$ cat config.mk
export PLATFORM = sky130hd
export DESIGN_NAME = rangefinder_frame_parser
export DESIGN_NICKNAME = d
export VERILOG_FILES = /design/src/sv/rfp_pkg.sv /design/src/sv/rfp_front.sv /design/src/sv/rfp_queue.sv /design/src/sv/rfp_back.sv /design/src/sv/rangefinder_frame_parser.sv
export SDC_FILE = /design/constraint.sdc
export NUM_CORES = 1
export LEC_CHECK = 0
export CAP_MARGIN = 20
export CORE_AREA = 2 2 153 155
export CTS_BUF_LIST = sky130_fd_sc_hd__clkbuf_4 sky130_fd_sc_hd__clkbuf_8 sky130_fd_sc_hd__clkbuf_16
export CTS_CLUSTER_DIAMETER = 150
export DETAILED_ROUTE_END_ITERATION = 16
export DIE_AREA = 0 0 155 157
export DONT_BUFFER_PORTS = 1
export PLACE_DENSITY = 0.82
export SLEW_MARGIN = 10
export SYNTH_ARGS = -nofsm -noshare
export SYNTH_HDL_FRONTEND = slang
export SYNTH_SLANG_ARGS = --single-unit
$ cat constraint.sdc
create_clock -name clk -period 8.05 [get_ports clk]
set_input_delay 1.61 -clock clk [delete_from_list [all_inputs] [get_ports clk]]
set_output_delay 1.61 -clock clk [all_outputs]
set_load 0.02 [all_outputs]
$ cat src/sv/rfp_pkg.sv
// Shared types, constants and command table for the rangefinder frame parser.
package rfp_pkg;

  typedef enum logic [1:0] {
    KIND_DIST = 2'd0,
    KIND_ERR  = 2'd1,
    KIND_CMD  = 2'd2
  } kind_t;

  typedef struct packed {
    kind_t       kind;
    logic [31:0] data;
  } job_t;

  localparam logic [7:0]  HDR_DIST      = 8'hAA;
  localparam logic [7:0]  HDR_ERR       = 8'hEE;
  localparam logic [7:0]  DIST_BYTE2    = 8'h00;
  localparam logic [7:0]  DIST_BYTE3    = 8'h22;
  localparam logic [3:0]  POS_HUNT      = 4'd0;
  localparam logic [3:0]  POS_FIRST     = 4'd1;
  localparam logic [3:0]  POS_CHECK2    = 4'd2;
  localparam logic [3:0]  POS_CHECK3    = 4'd3;
  localparam logic [3:0]  POS_DIST_LO   = 4'd6;
  localparam logic [3:0]  POS_DIST_HI   = 4'd9;
  localparam logic [3:0]  POS_DIST_END  = 4'd12;
  localparam logic [3:0]  POS_ERR_LO    = 4'd6;
  localparam logic [3:0]  POS_ERR_HI    = 4'd7;
  localparam logic [3:0]  POS_ERR_END   = 4'd8;
  localparam logic [16:0] TICK_MAX      = 17'h1FFFF;
  localparam logic [15:0] TIMEOUT_RESET = 16'd1000;
  localparam logic [3:0]  CMD_LAST      = 4'd8;

  localparam int QUEUE_DEPTH = 4;
  localparam int QPTR_W      = $clog2(QUEUE_DEPTH);
  localparam int QCNT_W      = $clog2(QUEUE_DEPTH + 1);

  // Continuous-measurement request: AA 00 00 20 00 01 00 04 25
  function automatic logic [7:0] cmd_byte(input logic [3:0] idx);
    logic [7:0] b;
    case (idx)
      4'd0:    b = 8'hAA;
      4'd3:    b = 8'h20;
      4'd5:    b = 8'h01;
      4'd7:    b = 8'h04;
      4'd8:    b = 8'h25;
      default: b = 8'h00;
    endcase
    return b;
  endfunction

endpackage

$ cat src/sv/rfp_front.sv
// Front end: byte hunting, frame field capture, tick timeout and job generation.
module rfp_front (
  input  logic           clk,
  input  logic           rst,
  input  logic           cfg_wr_en,
  input  logic [15:0]    cfg_wr_data,
  input  logic           in_valid,
  output logic           in_stall,
  input  logic           operation,
  input  logic [7:0]     rx_byte,
  input  logic           queue_full,
  output logic           push,
  output rfp_pkg::job_t  push_job
);

  logic        accept;
  logic [15:0] timeout_ms;
  logic [3:0]  pos, pos_next;
  logic        is_err, is_err_next;
  logic [31:0] dshift, dshift_next;
  logic [15:0] eshift, eshift_next;
  logic [16:0] elapsed, elapsed_next;
  logic [16:0] tick_inc;
  logic        hdr_dist, hdr_err, hunt, bad_byte;

  assign in_stall = queue_full;
  assign accept   = in_valid && !queue_full;
  assign hdr_dist = (rx_byte == rfp_pkg::HDR_DIST);
  assign hdr_err  = (rx_byte == rfp_pkg::HDR_ERR);
  assign tick_inc = (elapsed == rfp_pkg::TICK_MAX) ? elapsed : elapsed + 17'd1;
  assign bad_byte = ((pos == rfp_pkg::POS_CHECK2) && (rx_byte != rfp_pkg::DIST_BYTE2)) ||
                    ((pos == rfp_pkg::POS_CHECK3) && (rx_byte != rfp_pkg::DIST_BYTE3));

  always_comb begin
    pos_next      = pos;
    is_err_next   = is_err;
    dshift_next   = dshift;
    eshift_next   = eshift;
    elapsed_next  = elapsed;
    push          = 1'b0;
    push_job.kind = rfp_pkg::KIND_DIST;
    push_job.data = '0;
    hunt          = 1'b0;
    if (accept) begin
      if (operation) begin
        if (tick_inc > {1'b0, timeout_ms}) begin
          elapsed_next  = '0;
          push          = 1'b1;
          push_job.kind = rfp_pkg::KIND_CMD;
        end else begin
          elapsed_next = tick_inc;
        end
      end else if (pos == rfp_pkg::POS_HUNT) begin
        hunt = 1'b1;
      end else if (!is_err) begin
        if (bad_byte) begin
          hunt = 1'b1;
        end else begin
          if (pos >= rfp_pkg::POS_DIST_LO && pos <= rfp_pkg::POS_DIST_HI) begin
            dshift_next = {dshift[23:0], rx_byte};
          end
          if (pos == rfp_pkg::POS_DIST_END) begin
            pos_next      = rfp_pkg::POS_HUNT;
            elapsed_next  = '0;
            push          = 1'b1;
            push_job.kind = rfp_pkg::KIND_DIST;
            push_job.data = dshift_next;
          end else begin
            pos_next = pos + 4'd1;
          end
        end
      end else begin
        if (pos == rfp_pkg::POS_ERR_LO || pos == rfp_pkg::POS_ERR_HI) begin
          eshift_next = {eshift[7:0], rx_byte};
        end
        if (pos == rfp_pkg::POS_ERR_END) begin
          pos_next      = rfp_pkg::POS_HUNT;
          push          = 1'b1;
          push_job.kind = rfp_pkg::KIND_ERR;
          push_job.data = {16'd0, eshift_next};
        end else begin
          pos_next = pos + 4'd1;
        end
      end
      if (hunt) begin
        if (hdr_dist || hdr_err) begin
          pos_next    = rfp_pkg::POS_FIRST;
          is_err_next = hdr_err;
        end else begin
          pos_next = rfp_pkg::POS_HUNT;
        end
      end
    end
  end

  always_ff @(posedge clk) begin
    if (rst) begin
      timeout_ms <= rfp_pkg::TIMEOUT_RESET;
      pos        <= rfp_pkg::POS_HUNT;
      is_err     <= 1'b0;
      dshift     <= '0;
      eshift     <= '0;
      elapsed    <= rfp_pkg::TICK_MAX;
    end else begin
      if (cfg_wr_en) begin
        timeout_ms <= cfg_wr_data;
      end
      pos     <= pos_next;
      is_err  <= is_err_next;
      dshift  <= dshift_next;
      eshift  <= eshift_next;
      elapsed <= elapsed_next;
    end
  end

endmodule

$ cat src/sv/rfp_queue.sv
// Small job queue between the front end and the output stage.
module rfp_queue (
  input  logic           clk,
  input  logic           rst,
  input  logic           push,
  input  rfp_pkg::job_t  push_job,
  input  logic           pop,
  output logic           full,
  output logic           empty,
  output rfp_pkg::job_t  head
);

  rfp_pkg::job_t                  mem [rfp_pkg::QUEUE_DEPTH];
  logic [rfp_pkg::QPTR_W-1:0]     wptr, rptr;
  logic [rfp_pkg::QCNT_W-1:0]     count;

  assign full  = (count == rfp_pkg::QCNT_W'(rfp_pkg::QUEUE_DEPTH));
  assign empty = (count == '0);
  assign head  = mem[rptr];

  always_ff @(posedge clk) begin
    if (push) begin
      mem[wptr] <= push_job;
    end
  end

  always_ff @(posedge clk) begin
    if (rst) begin
      wptr  <= '0;
      rptr  <= '0;
      count <= '0;
    end else begin
      if (push) begin
        wptr <= wptr + 1'b1;
      end
      if (pop) begin
        rptr <= rptr + 1'b1;
      end
      case ({push, pop})
        2'b10:   count <= count + 1'b1;
        2'b01:   count <= count - 1'b1;
        default: count <= count;
      endcase
    end
  end

endmodule

$ cat src/sv/rfp_back.sv
// Output stage: turns queued jobs into result transactions, expanding requests.
module rfp_back (
  input  logic           clk,
  input  logic           rst,
  input  logic           q_empty,
  input  rfp_pkg::job_t  q_head,
  output logic           pop,
  output logic           out_valid,
  input  logic           out_stall,
  output logic [1:0]     kind,
  output logic [31:0]    distance,
  output logic [15:0]    error_code,
  output logic [7:0]     tx_byte,
  output logic           last
);

  rfp_pkg::kind_t okind;
  logic [3:0]     cidx, cidx_next;
  logic           advance, cmd_cont;

  assign advance  = !out_valid || !out_stall;
  assign cmd_cont = out_valid && (okind == rfp_pkg::KIND_CMD) && !last;
  assign pop      = advance && !cmd_cont && !q_empty;
  assign kind     = okind;
  assign cidx_next = cmd_cont ? cidx + 4'd1 : 4'd0;

  always_ff @(posedge clk) begin
    if (rst) begin
      out_valid <= 1'b0;
      okind     <= rfp_pkg::KIND_DIST;
      last      <= 1'b0;
      cidx      <= '0;
    end else if (advance) begin
      if (cmd_cont || pop) begin
        out_valid <= 1'b1;
        cidx      <= cidx_next;
        if (cmd_cont || q_head.kind == rfp_pkg::KIND_CMD) begin
          okind <= rfp_pkg::KIND_CMD;
          last  <= (cidx_next == rfp_pkg::CMD_LAST);
        end else begin
          okind <= q_head.kind;
          last  <= 1'b1;
        end
      end else begin
        out_valid <= 1'b0;
      end
    end
  end

  always_ff @(posedge clk) begin
    if (advance && (cmd_cont || pop)) begin
      if (cmd_cont || q_head.kind == rfp_pkg::KIND_CMD) begin
        distance   <= '0;
        error_code <= '0;
        tx_byte    <= rfp_pkg::cmd_byte(cidx_next);
      end else if (q_head.kind == rfp_pkg::KIND_DIST) begin
        distance   <= q_head.data;
        error_code <= '0;
        tx_byte    <= '0;
      end else begin
        distance   <= '0;
        error_code <= q_head.data[15:0];
        tx_byte    <= '0;
      end
    end
  end

endmodule

$ cat src/sv/rangefinder_frame_parser.sv
// Top level of the serial rangefinder frame parser.
// Input channel (in_valid/in_stall): operation 0 carries a received serial
// byte in rx_byte, operation 1 is a one millisecond tick. One transaction can
// be taken every cycle while the four-entry job queue has room; in_stall is
// high only when that queue is full.
// Output channel (out_valid/out_stall): kind 0 reports a distance frame,
// kind 1 an error frame, kind 2 one byte of the nine-byte measurement request
// to transmit. last marks the final result caused by one input.
// A result is presented after its input passes through the job queue and the
// output register. A frame gives one result; a request gives nine consecutive
// results, so sustained rate is one result per cycle while out_stall is low,
// and the request expansion in the output stage sets the worst case.
// While out_stall is high the output register holds; the front end keeps
// taking input until the queue fills.
// cfg_wr_en/cfg_wr_data write timeout_ms, to be written only while idle.
// Reset (rst, synchronous) empties the queue, restarts header hunting, sets
// timeout_ms to 1000 and saturates the tick count so the first tick requests.
module rangefinder_frame_parser (
  input  logic        clk,
  input  logic        rst,
  input  logic        cfg_wr_en,
  input  logic [15:0] cfg_wr_data,
  input  logic        in_valid,
  output logic        in_stall,
  input  logic        operation,
  input  logic [7:0]  rx_byte,
  output logic        out_valid,
  input  logic        out_stall,
  output logic [1:0]  kind,
  output logic [31:0] distance,
  output logic [15:0] error_code,
  output logic [7:0]  tx_byte,
  output logic        last
);

  logic          push, pop, q_full, q_empty;
  rfp_pkg::job_t push_job, q_head;

  rfp_front u_front (
    .clk         (clk),
    .rst         (rst),
    .cfg_wr_en   (cfg_wr_en),
    .cfg_wr_data (cfg_wr_data),
    .in_valid    (in_valid),
    .in_stall    (in_stall),
    .operation   (operation),
    .rx_byte     (rx_byte),
    .queue_full  (q_full),
    .push        (push),
    .push_job    (push_job)
  );

  rfp_queue u_queue (
    .clk      (clk),
    .rst      (rst),
    .push     (push),
    .push_job (push_job),
    .pop      (pop),
    .full     (q_full),
    .empty    (q_empty),
    .head     (q_head)
  );

  rfp_back u_back (
    .clk        (clk),
    .rst        (rst),
    .q_empty    (q_empty),
    .q_head     (q_head),
    .pop        (pop),
    .out_valid  (out_valid),
    .out_stall  (out_stall),
    .kind       (kind),
    .distance   (distance),
    .error_code (error_code),
    .tx_byte    (tx_byte),
    .last       (last)
  );

endmodule

==> results of run 1 <==
[state kept, by name (all words and copies together), names as in the netlist, named ones only]
register,count
u_queue.mem,136
u_back.tx_byte,4
u_back.out_valid,1
u_back.distance,32
u_front.pos,4
u_back.last,1
u_back.error_code,16
u_back.kind,2
u_back.cidx,4
u_queue.wptr,2
u_front.is_err,1
u_front.dshift,32
u_queue.count,3
u_queue.rptr,2
u_front.timeout_ms,16
u_front.elapsed,17
u_front.eshift,16
[worst min-delay path, cell delays in order (launching register included)]
cell and delay (ps):
sky130_fd_sc_hd__dfxtp_1 310, sky130_fd_sc_hd__nand2_1 50, sky130_fd_sc_hd__a21oi_1 50
[cell usage in the layout, fill, tap and decap left out, types with 6 or more instances in the layout]
cell type                   instances
sky130_fd_sc_hd__edfxtp_1         188
sky130_fd_sc_hd__nand2_1          135
sky130_fd_sc_hd__dfxtp_1          102
sky130_fd_sc_hd__a21oi_1           73
sky130_fd_sc_hd__nor2_1            69
sky130_fd_sc_hd__mux2i_1           61
sky130_fd_sc_hd__and2_1            34
sky130_fd_sc_hd__mux4_2            34
sky130_fd_sc_hd__clkbuf_16         30
sky130_fd_sc_hd__inv_1             29
sky130_fd_sc_hd__ha_1              27
sky130_fd_sc_hd__nand3_1           20
sky130_fd_sc_hd__and3_1            17
sky130_fd_sc_hd__o22ai_1           16
sky130_fd_sc_hd__nand4_1           14
sky130_fd_sc_hd__o211ai_1          14
sky130_fd_sc_hd__buf_4             14
sky130_fd_sc_hd__xnor2_1           13
sky130_fd_sc_hd__o21ai_0           13
sky130_fd_sc_hd__nor3_1             9
sky130_fd_sc_hd__xor2_1             8
sky130_fd_sc_hd__clkbuf_4           7
sky130_fd_sc_hd__clkinv_2           6
[worst max-delay path by stage]
stage          slack [ps]          startpoint           endpoint  cells after the start
2_1_floorplan        3510  u_front.elapsed[0]  u_queue.mem[0][0]                     13
3_3_place_gp         3170  u_front.elapsed[0]   u_queue.count[2]                     17
3_5_place_dp         2980  u_front.elapsed[0]   u_queue.count[2]                     17
4_1_cts              2960  u_front.elapsed[0]   u_queue.count[2]                     17
5_1_grt              2450  u_front.elapsed[0]   u_queue.count[2]                     17
6_report             2910  u_front.elapsed[0]   u_queue.count[2]                     17
[kinds of logic (layout without fill, tap and decap cells)]
logic type / after synthesis / in the layout / share of synthesized area [%]
flip-flops: 291 / 291 / 60.9
adder cells (fa/ha/maj): 28 / 28 / 2.83
multiplexers: 96 / 96 / 11.0
other: 1 / 2 / 0.0296
AO/OA/AOI/OAI: 152 / 152 / 7.63
buffers and inverters: 92 / 100 / 3.07
XOR/XNOR: 21 / 21 / 1.45
AND/OR/NAND/NOR: 339 / 339 / 13.2
[per-stage QoR]
step | util (%) | hold slack [ps] | setup WS, ps | instance area [µm²] | power, mW
CTS | 61.9 | 454 | 2960 | 13900 | 4.50
global route | 61.9 | 480 | 2450 | 13900 | 4.66
global placement | 57.2 | 437 | 3170 | 12900 | 3.03
detailed placement | 57.2 | 445 | 2980 | 12900 | 3.06
finish | 61.9 | 457 | 2910 | 13900 | 4.46
floorplan | - | 437 | 3510 | 12700 | 2.87
[routing by layer]
metal  up-vias  global-route usage, %  wire (µm)
li1       3707                      -          -
met1      3817                   25.5      10200
met2       249                   34.7      12000
met3        36                   3.69       1650
met4         0                   6.17        533
met5         -                      0          0
[final cells by class]
| cell class | count | area (µm²) | share of cell area (%) |
|---|---|---|---|
| inverters | 30 | 113 | 0.808 |
| clock buffers | 41 | 858 | 6.16 |
| flip-flops and latches | 291 | 7710 | 55.3 |
| multi-input cells | 638 | 4590 | 32.9 |
| clock inverters | 15 | 201 | 1.45 |
| well taps | 285 | 357 | 2.56 |
| repair buffers | 14 | 105 | 0.755 |
[cells in the mapped netlist (2+ instances only)]
cell and instances:
sky130_fd_sc_hd__nor2b_1 6, sky130_fd_sc_hd__a31oi_1 5, sky130_fd_sc_hd__o22ai_1 16, sky130_fd_sc_hd__a2bb2oi_1 2, sky130_fd_sc_hd__buf_1 5, sky130_fd_sc_hd__dfxtp_1 103, sky130_fd_sc_hd__xnor2_1 13, sky130_fd_sc_hd__nand4b_1 3
sky130_fd_sc_hd__and4_4 2, sky130_fd_sc_hd__or2_2 2, sky130_fd_sc_hd__a21o_1 4, sky130_fd_sc_hd__buf_4 4, sky130_fd_sc_hd__xor2_1 8, sky130_fd_sc_hd__clkbuf_1 35, sky130_fd_sc_hd__nand3_1 20, sky130_fd_sc_hd__inv_1 30
sky130_fd_sc_hd__edfxtp_1 188, sky130_fd_sc_hd__nor3_1 9, sky130_fd_sc_hd__mux2i_1 61, sky130_fd_sc_hd__and3_1 17, sky130_fd_sc_hd__or3_1 3, sky130_fd_sc_hd__ha_1 27, sky130_fd_sc_hd__a211oi_1 2, sky130_fd_sc_hd__a221o_1 5
sky130_fd_sc_hd__nor4_1 3, sky130_fd_sc_hd__o21ai_1 2, sky130_fd_sc_hd__and2_1 34, sky130_fd_sc_hd__o21ai_0 13, sky130_fd_sc_hd__nor2_1 70, sky130_fd_sc_hd__mux4_2 34, sky130_fd_sc_hd__a21oi_1 73, sky130_fd_sc_hd__buf_2 16
sky130_fd_sc_hd__nand2_1 135, sky130_fd_sc_hd__nor3b_1 2, sky130_fd_sc_hd__o211ai_1 14, sky130_fd_sc_hd__nand3b_1 2, sky130_fd_sc_hd__nand4_1 14, sky130_fd_sc_hd__nand2b_1 3
[power by group through the flow]
stage | registers [mW] | logic, mW | clock network, mW
2_1_floorplan | 2.21 | 0.664 | 0
3_3_place_gp | 2.23 | 0.799 | 0
3_5_place_dp | 2.24 | 0.822 | 0
4_1_cts | 2.21 | 0.828 | 1.47
5_1_grt | 2.23 | 0.900 | 1.52
6_report | 2.20 | 0.810 | 1.44
==> run_summary.xml, run 1 <==
<?xml version="1.0" encoding="UTF-8"?>
<metrics>
  <group name="worst_setup_path">
    <metric name="crit_type" unit="">register to register</metric>
    <metric name="critical_path.endpoint_type" unit="">register</metric>
    <metric name="path_delay_family" unit="">compound AO/OA/AOI/OAI gates</metric>
    <metric name="rr_worst_depth" unit="">17</metric>
    <metric name="worstPathRequired" unit="ps">8530</metric>
    <metric name="cp_slowest_stage_delay" unit="ps">670</metric>
    <metric name="critPathSlowestCell" unit="">sky130_fd_sc_hd__a2111oi_0</metric>
    <metric name="worst-endpoint-arrival" unit="ps">5620</metric>
    <metric name="critical_path.max_fanout" unit="">9</metric>
    <metric name="critical_path.reg2reg.startpoint" unit="">u_front.elapsed[0]</metric>
    <metric name="path_common_cell" unit="">sky130_fd_sc_hd__ha_1</metric>
    <metric name="timing.reg2reg.setup_slack" unit="ps">2910</metric>
    <metric name="regToRegEndpoint" unit="">u_queue.count[2]</metric>
    <metric name="crit_path_cell_trace" unit="">ha_1, nand4_4, o21ai_0, nor2_1, xor2_1, ha_1, o21ai_0, nor2_1, a2111oi_0, o21bai_1, a21oi_2, ha_1, inv_1, fa_1, xor2_1, or3_1, a21oi_1</metric>
    <metric name="worst_setup_path_start_kind" unit="">register</metric>
    <metric name="cp_num_buf_inv" unit="">1</metric>
  </group>
  <group name="global_routing">
    <metric name="first_global_vias" unit="">7516</metric>
    <metric name="global_route_wire_length_before_repair" unit="µm">38800</metric>
    <metric name="grt_overflow_total" unit="">0</metric>
    <metric name="globalRouteTotalUtil" unit="%">19.9</metric>
    <metric name="initial_antenna_violation_count" unit="">0</metric>
    <metric name="maximum_number_of_pins_on_one_net_before_global_route_repair" unit="">96</metric>
  </group>
  <group name="clock_tree">
    <metric name="clock-sinks" unit="">291</metric>
    <metric name="post_cts_buffers" unit="">0</metric>
    <metric name="clock_tree.htree_level_count" unit="">1</metric>
    <metric name="root_buffer" unit="">sky130_fd_sc_hd__clkbuf_16</metric>
    <metric name="cts-buffers-inserted" unit="">30</metric>
    <metric name="cts_tree" unit="">done</metric>
    <metric name="postCtsResizedCells" unit="">0</metric>
    <metric name="cts.reportedPaths.clkPinSlew" unit="ps">60</metric>
    <metric name="cts_max_path_buffers" unit="">3</metric>
    <metric name="ctsHoldBuffers" unit="">0</metric>
    <metric name="worst_skew_pair.late_latency" unit="ps">560</metric>
  </group>
  <group name="power_and_ir_drop">
    <metric name="internal_power" unit="mW">3.13</metric>
    <metric name="power-per-cell-area" unit="nW/µm²">320</metric>
    <metric name="leakage" unit="nW">4.77</metric>
    <metric name="worst_ir_drop_vdd" unit="V">0.000216</metric>
    <metric name="switching_share" unit="%">29.7</metric>
    <metric name="pwr-share-comb" unit="%">18.2</metric>
    <metric name="switchingPower" unit="mW">1.32</metric>
    <metric name="power.sequential.fraction" unit="%">49.4</metric>
    <metric name="clock_power_share" unit="%">32.4</metric>
  </group>
  <group name="timing">
    <metric name="slew_viol_final" unit="">0</metric>
    <metric name="hold_violations" unit="">0</metric>
    <metric name="setup_viol" unit="">0</metric>
    <metric name="fin_tns_setup" unit="ps">0</metric>
    <metric name="skew_final" unit="ps">20.9</metric>
    <metric name="period_share" unit="%">63.9</metric>
    <metric name="grt_setup_unrepaired" unit="">no</metric>
    <metric name="slew-limit-headroom" unit="%">26.1</metric>
    <metric name="max_slew.worst_pin.slew" unit="ps">1110</metric>
    <metric name="finalWorstPathRequiredPeriod" unit="ps">5140</metric>
    <metric name="max_freq" unit="MHz">195</metric>
  </group>
  <group name="layout">
    <metric name="layout.nets" unit="">1063</metric>
    <metric name="final_cell_count_no_fill" unit="">1314</metric>
    <metric name="insertedDiodeCount" unit="">0</metric>
    <metric name="final_layout_size_suffix_gt1_share" unit="%">12.6</metric>
    <metric name="flow.area_growth_from_synthesis" unit="%">10.0</metric>
    <metric name="filler_cell_count" unit="">1639</metric>
  </group>
  <group name="worst_hold_path">
    <metric name="timing.hold.worst.start" unit="">u_front.dshift[27]</metric>
    <metric name="timing.hold.worst.class" unit="">register to register</metric>
    <metric name="hold-path-cell-count" unit="">2</metric>
    <metric name="timing.hold.worst_endpoint" unit="">u_front.dshift[27]</metric>
  </group>
  <group name="place">
    <metric name="dpl.hpwl" unit="µm">15000</metric>
    <metric name="place.port_buffers" unit="">0</metric>
    <metric name="place.detailed.instances" unit="">1258</metric>
    <metric name="routabilityCongestion" unit="">0.845</metric>
  </group>
  <group name="die">
    <metric name="die-width" unit="µm">155</metric>
    <metric name="floorplan.die.height" unit="µm">157</metric>
    <metric name="ioPinCount" unit="">91</metric>
    <metric name="floorplan.initialDensity" unit="%">56.3</metric>
    <metric name="core_area" unit="µm²">22500</metric>
    <metric name="row_count" unit="">55</metric>
    <metric name="die_area" unit="µm²">24300</metric>
  </group>
  <group name="synthesis">
    <metric name="synth_top_cell_area_share" unit="%">44.6</metric>
    <metric name="synth-async-reset-ratio" unit="%">0</metric>
    <metric name="synth_enable_flop_cells" unit="">188</metric>
    <metric name="postSynthAreaPerCell" unit="µm²">12.4</metric>
    <metric name="yosys-top-cells-area" unit="">sky130_fd_sc_hd__edfxtp_1 45%, sky130_fd_sc_hd__dfxtp_1 16%, sky130_fd_sc_hd__mux4_2 6.0%</metric>
    <metric name="netlist.top_cell.by_area" unit="">sky130_fd_sc_hd__edfxtp_1</metric>
    <metric name="synth_area" unit="µm²">12700</metric>
    <metric name="yosysSeqAreaShare" unit="%">60.9</metric>
    <metric name="syn_inst" unit="">1020</metric>
    <metric name="ys_warn_count" unit="">0</metric>
    <metric name="synth.distinct_cells" unit="">73</metric>
    <metric name="number_of_register_bits_inferred_by_synthesis" unit="">291</metric>
    <metric name="synth_top_flop_cell" unit="">sky130_fd_sc_hd__edfxtp_1</metric>
  </group>
  <group name="detailed_routing">
    <metric name="detail-route-antenna-nets" unit="">0</metric>
    <metric name="routed_wire_length_per_instance" unit="µm">18.6</metric>
    <metric name="detailedRoute.firstPassIterationCount" unit="">5</metric>
    <metric name="route.detailed.drc" unit="">0</metric>
    <metric name="vias_per_cell" unit="">5.94</metric>
    <metric name="first_iter_violations" unit="">592</metric>
    <metric name="num_vias" unit="">7809</metric>
    <metric name="route.final.wire_length" unit="µm">24400</metric>
  </group>
  <group name="status">
    <metric name="outcome" unit="">finished clean</metric>
  </group>
  <group name="run">
    <metric name="max_cap_violations" unit="">0</metric>
  </group>
</metrics>
No activity file was read; power rests on OpenSTA's default activity.
==> run 2, diff against run 1 <==
PLACE_DENSITY = 0.85   (was 0.82)
clock period = 4.4 ns   (was 8.05 ns; I/O delays follow)
==> run_summary.xml, run 2 (synthesis gave the netlist of run 1 again) <==
<?xml version="1.0" encoding="UTF-8"?>
<metrics>
  <group name="layout">
    <metric name="flow.area_growth_from_synthesis" unit="%">11.8</metric>
    <metric name="top_library_cells_by_usage_in_the_layout_fill_and_taps_aside" unit="">188 x sky130_fd_sc_hd__edfxtp_1, 135 x sky130_fd_sc_hd__nand2_1, 101 x sky130_fd_sc_hd__dfxtp_1, 72 x sky130_fd_sc_hd__a21oi_1, 69 x sky130_fd_sc_hd__nor2_1</metric>
    <metric name="top_reg_by_flops" unit="">u_queue.mem</metric>
    <metric name="final_cell_count_no_fill" unit="">1333</metric>
    <metric name="final_layout_size_suffix_gt1_share" unit="%">15.0</metric>
    <metric name="final_core_utilization" unit="%">62.9</metric>
    <metric name="number_of_flip_flops_in_the_largest_register" unit="">136</metric>
    <metric name="registers_with_the_most_flip_flops" unit="">u_queue.mem: 136 flops, u_back.distance: 32 flops, u_front.dshift: 32 flops</metric>
    <metric name="design_area" unit="µm²">14200</metric>
    <metric name="insertedDiodeCount" unit="">0</metric>
    <metric name="layout.nets" unit="">1083</metric>
    <metric name="final_common_cell" unit="">sky130_fd_sc_hd__edfxtp_1</metric>
  </group>
  <group name="detailed_routing">
    <metric name="first_iter_violations" unit="">777</metric>
    <metric name="route.detailed.drc" unit="">0</metric>
    <metric name="detailedRoute.firstPassIterationCount" unit="">7</metric>
    <metric name="num_vias" unit="">7977</metric>
    <metric name="vias_per_cell" unit="">5.98</metric>
    <metric name="detail-route-antenna-nets" unit="">0</metric>
    <metric name="routed_wire_length_per_instance" unit="µm">19.4</metric>
    <metric name="route.final.wire_length" unit="µm">25800</metric>
  </group>
  <group name="power_and_ir_drop">
    <metric name="switching_share" unit="%">30.6</metric>
    <metric name="switchingPower" unit="mW">2.49</metric>
    <metric name="internal_power" unit="mW">5.64</metric>
    <metric name="power.sequential.fraction" unit="%">50.2</metric>
    <metric name="clock_power_share" unit="%">30.6</metric>
    <metric name="power-per-cell-area" unit="nW/µm²">574</metric>
    <metric name="pwr-share-comb" unit="%">19.2</metric>
    <metric name="leakage" unit="nW">4.81</metric>
    <metric name="worst_ir_drop_vdd" unit="V">0.000410</metric>
  </group>
  <group name="worst_setup_path">
    <metric name="worstPathRequired" unit="ps">4890</metric>
    <metric name="worst-endpoint-arrival" unit="ps">4710</metric>
    <metric name="worst_setup_path_start_kind" unit="">register</metric>
    <metric name="critical_path.endpoint_type" unit="">register</metric>
    <metric name="crit_type" unit="">register to register</metric>
    <metric name="cp_slowest_stage_delay" unit="ps">420</metric>
    <metric name="critPathSlowestCell" unit="">sky130_fd_sc_hd__fa_1</metric>
    <metric name="rr_worst_depth" unit="">19</metric>
    <metric name="critical_path.max_fanout" unit="">7</metric>
    <metric name="crit_path_cell_trace" unit="">and4_4, nand4_4, buf_4, or3_4, nand4_1, xnor2_1, ha_1, a21oi_2, o21ai_2, a2111oi_4, buf_4, o21bai_1, a21oi_2, ha_2, inv_1, fa_1, xor2_1, or3_1, a21oi_1</metric>
  </group>
  <group name="timing">
    <metric name="slew_viol_final" unit="">0</metric>
    <metric name="fin_tns_setup" unit="ps">0</metric>
    <metric name="period_share" unit="%">96.1</metric>
    <metric name="hold_violations" unit="">0</metric>
    <metric name="holdWs" unit="ps">396</metric>
    <metric name="setup_viol" unit="">0</metric>
    <metric name="skew_final" unit="ps">16.8</metric>
    <metric name="finalWorstPathRequiredPeriod" unit="ps">4230</metric>
    <metric name="slew-limit-headroom" unit="%">32.1</metric>
    <metric name="grt_setup_unrepaired" unit="">yes</metric>
    <metric name="max_freq" unit="MHz">236</metric>
    <metric name="max_slew.worst_pin.slew" unit="ps">1000</metric>
  </group>
  <group name="clock_tree">
    <metric name="cts-buffers-inserted" unit="">29</metric>
    <metric name="cts_max_path_buffers" unit="">3</metric>
    <metric name="cts.reportedPaths.clkPinSlew" unit="ps">60</metric>
    <metric name="clock_tree.htree_level_count" unit="">1</metric>
    <metric name="cts_tree" unit="">done</metric>
    <metric name="clock-sinks" unit="">291</metric>
    <metric name="worst_skew_pair.late_latency" unit="ps">560</metric>
    <metric name="root_buffer" unit="">sky130_fd_sc_hd__clkbuf_16</metric>
  </group>
  <group name="global_routing">
    <metric name="globalRouteTotalUtil" unit="%">21.3</metric>
    <metric name="initial_antenna_violation_count" unit="">0</metric>
    <metric name="global_route_wire_length_before_repair" unit="µm">41000</metric>
    <metric name="maximum_number_of_pins_on_one_net_before_global_route_repair" unit="">96</metric>
    <metric name="grt_overflow_total" unit="">0</metric>
    <metric name="first_global_vias" unit="">7839</metric>
  </group>
  <group name="place">
    <metric name="place.port_buffers" unit="">0</metric>
    <metric name="routabilityCongestion" unit="">0.840</metric>
    <metric name="dpl.hpwl" unit="µm">16200</metric>
    <metric name="place.detailed.instances" unit="">1277</metric>
    <metric name="post_dp_cell_area" unit="µm²">13000</metric>
  </group>
  <group name="worst_hold_path">
    <metric name="hold-path-cell-count" unit="">1</metric>
    <metric name="timing.hold.worst.class" unit="">input port to register</metric>
  </group>
  <group name="die">
    <metric name="floorplan.initialDensity" unit="%">56.3</metric>
    <metric name="floorplan.die.height" unit="µm">157</metric>
    <metric name="core_area" unit="µm²">22500</metric>
    <metric name="row_count" unit="">55</metric>
    <metric name="die-width" unit="µm">155</metric>
    <metric name="die_area" unit="µm²">24300</metric>
    <metric name="ioPinCount" unit="">91</metric>
  </group>
  <group name="run">
    <metric name="max_cap_violations" unit="">0</metric>
  </group>
  <group name="status">
    <metric name="outcome" unit="">finished clean</metric>
  </group>
</metrics>
-- run 2: repair_timing --
item / in CTS / in global routing
endpoints found under the hold margin: 0 / 0
pin swaps: 0 / 3
gates resized for setup: 2 / 16
hold buffers: 0 / 0
setup buffers: 0 / 0
endpoints found under the setup margin: 1 / 99
-- run 2: routing by layer --
layer  track usage [%]  vias up  routed length [µm]
li1                  -     3744                   -
met1              27.0     3897               10600
met2              35.9      278               12600
met3              4.85       58                1720
met4              8.11        0                 850
met5                 0        -                   0
-- run 2: through the flow --
stage                     total power [mW]  setup slack [ps]
final                                 8.12               171
after global placement                5.62              8.15
after floorplan                       5.26              -139
after CTS                             8.17              16.6
after detailed placement              5.67              -127
after global routing                  8.50             -99.0
-- run 2: worst max-delay path: cells and delay by family, from the launching register on --
kind	cells	cell delay, ps
and+or+nand+nor	5	1150
AOI/OAI and AO/OA	6	1000
DFF	1	350
adders and majority gates	3	940
xor gates and xnor gates	2	310
buffers and inverters	3	400
-- run 2: path summary, 6_finish.rpt --
| path | from | end | slack, ps |
|---|---|---|---|
| hold / removal | rst | u_front.timeout_ms[15] | 400 |
| hold reg to reg | u_front.dshift[31] | u_front.dshift[31] | 460 |
| setup reg to reg | u_front.elapsed[15] | u_queue.count[2] | 170 |
| setup / recovery | u_front.elapsed[15] | u_queue.count[2] | 170 |
-- run 2: cell type report --
| type | instances | area [µm²] |
|---|---|---|
| multi-input cells | 638 | 4670 |
| inverters | 30 | 113 |
| clock inverters | 20 | 185 |
| clock buffers | 34 | 806 |
| repair buffers | 35 | 315 |
| fillers | 1590 | 8350 |
| flip-flops and latches | 291 | 7710 |
| well taps | 285 | 357 |
-- run 2: power by group through the flow --
stage | logic (mW) | clock network [mW] | registers, mW
after global routing | 1.73 | 2.63 | 4.14
after detailed placement | 1.52 | 0 | 4.15
after floorplan | 1.21 | 0 | 4.04
after CTS | 1.54 | 2.53 | 4.09
final | 1.56 | 2.49 | 4.08
after global placement | 1.48 | 0 | 4.14
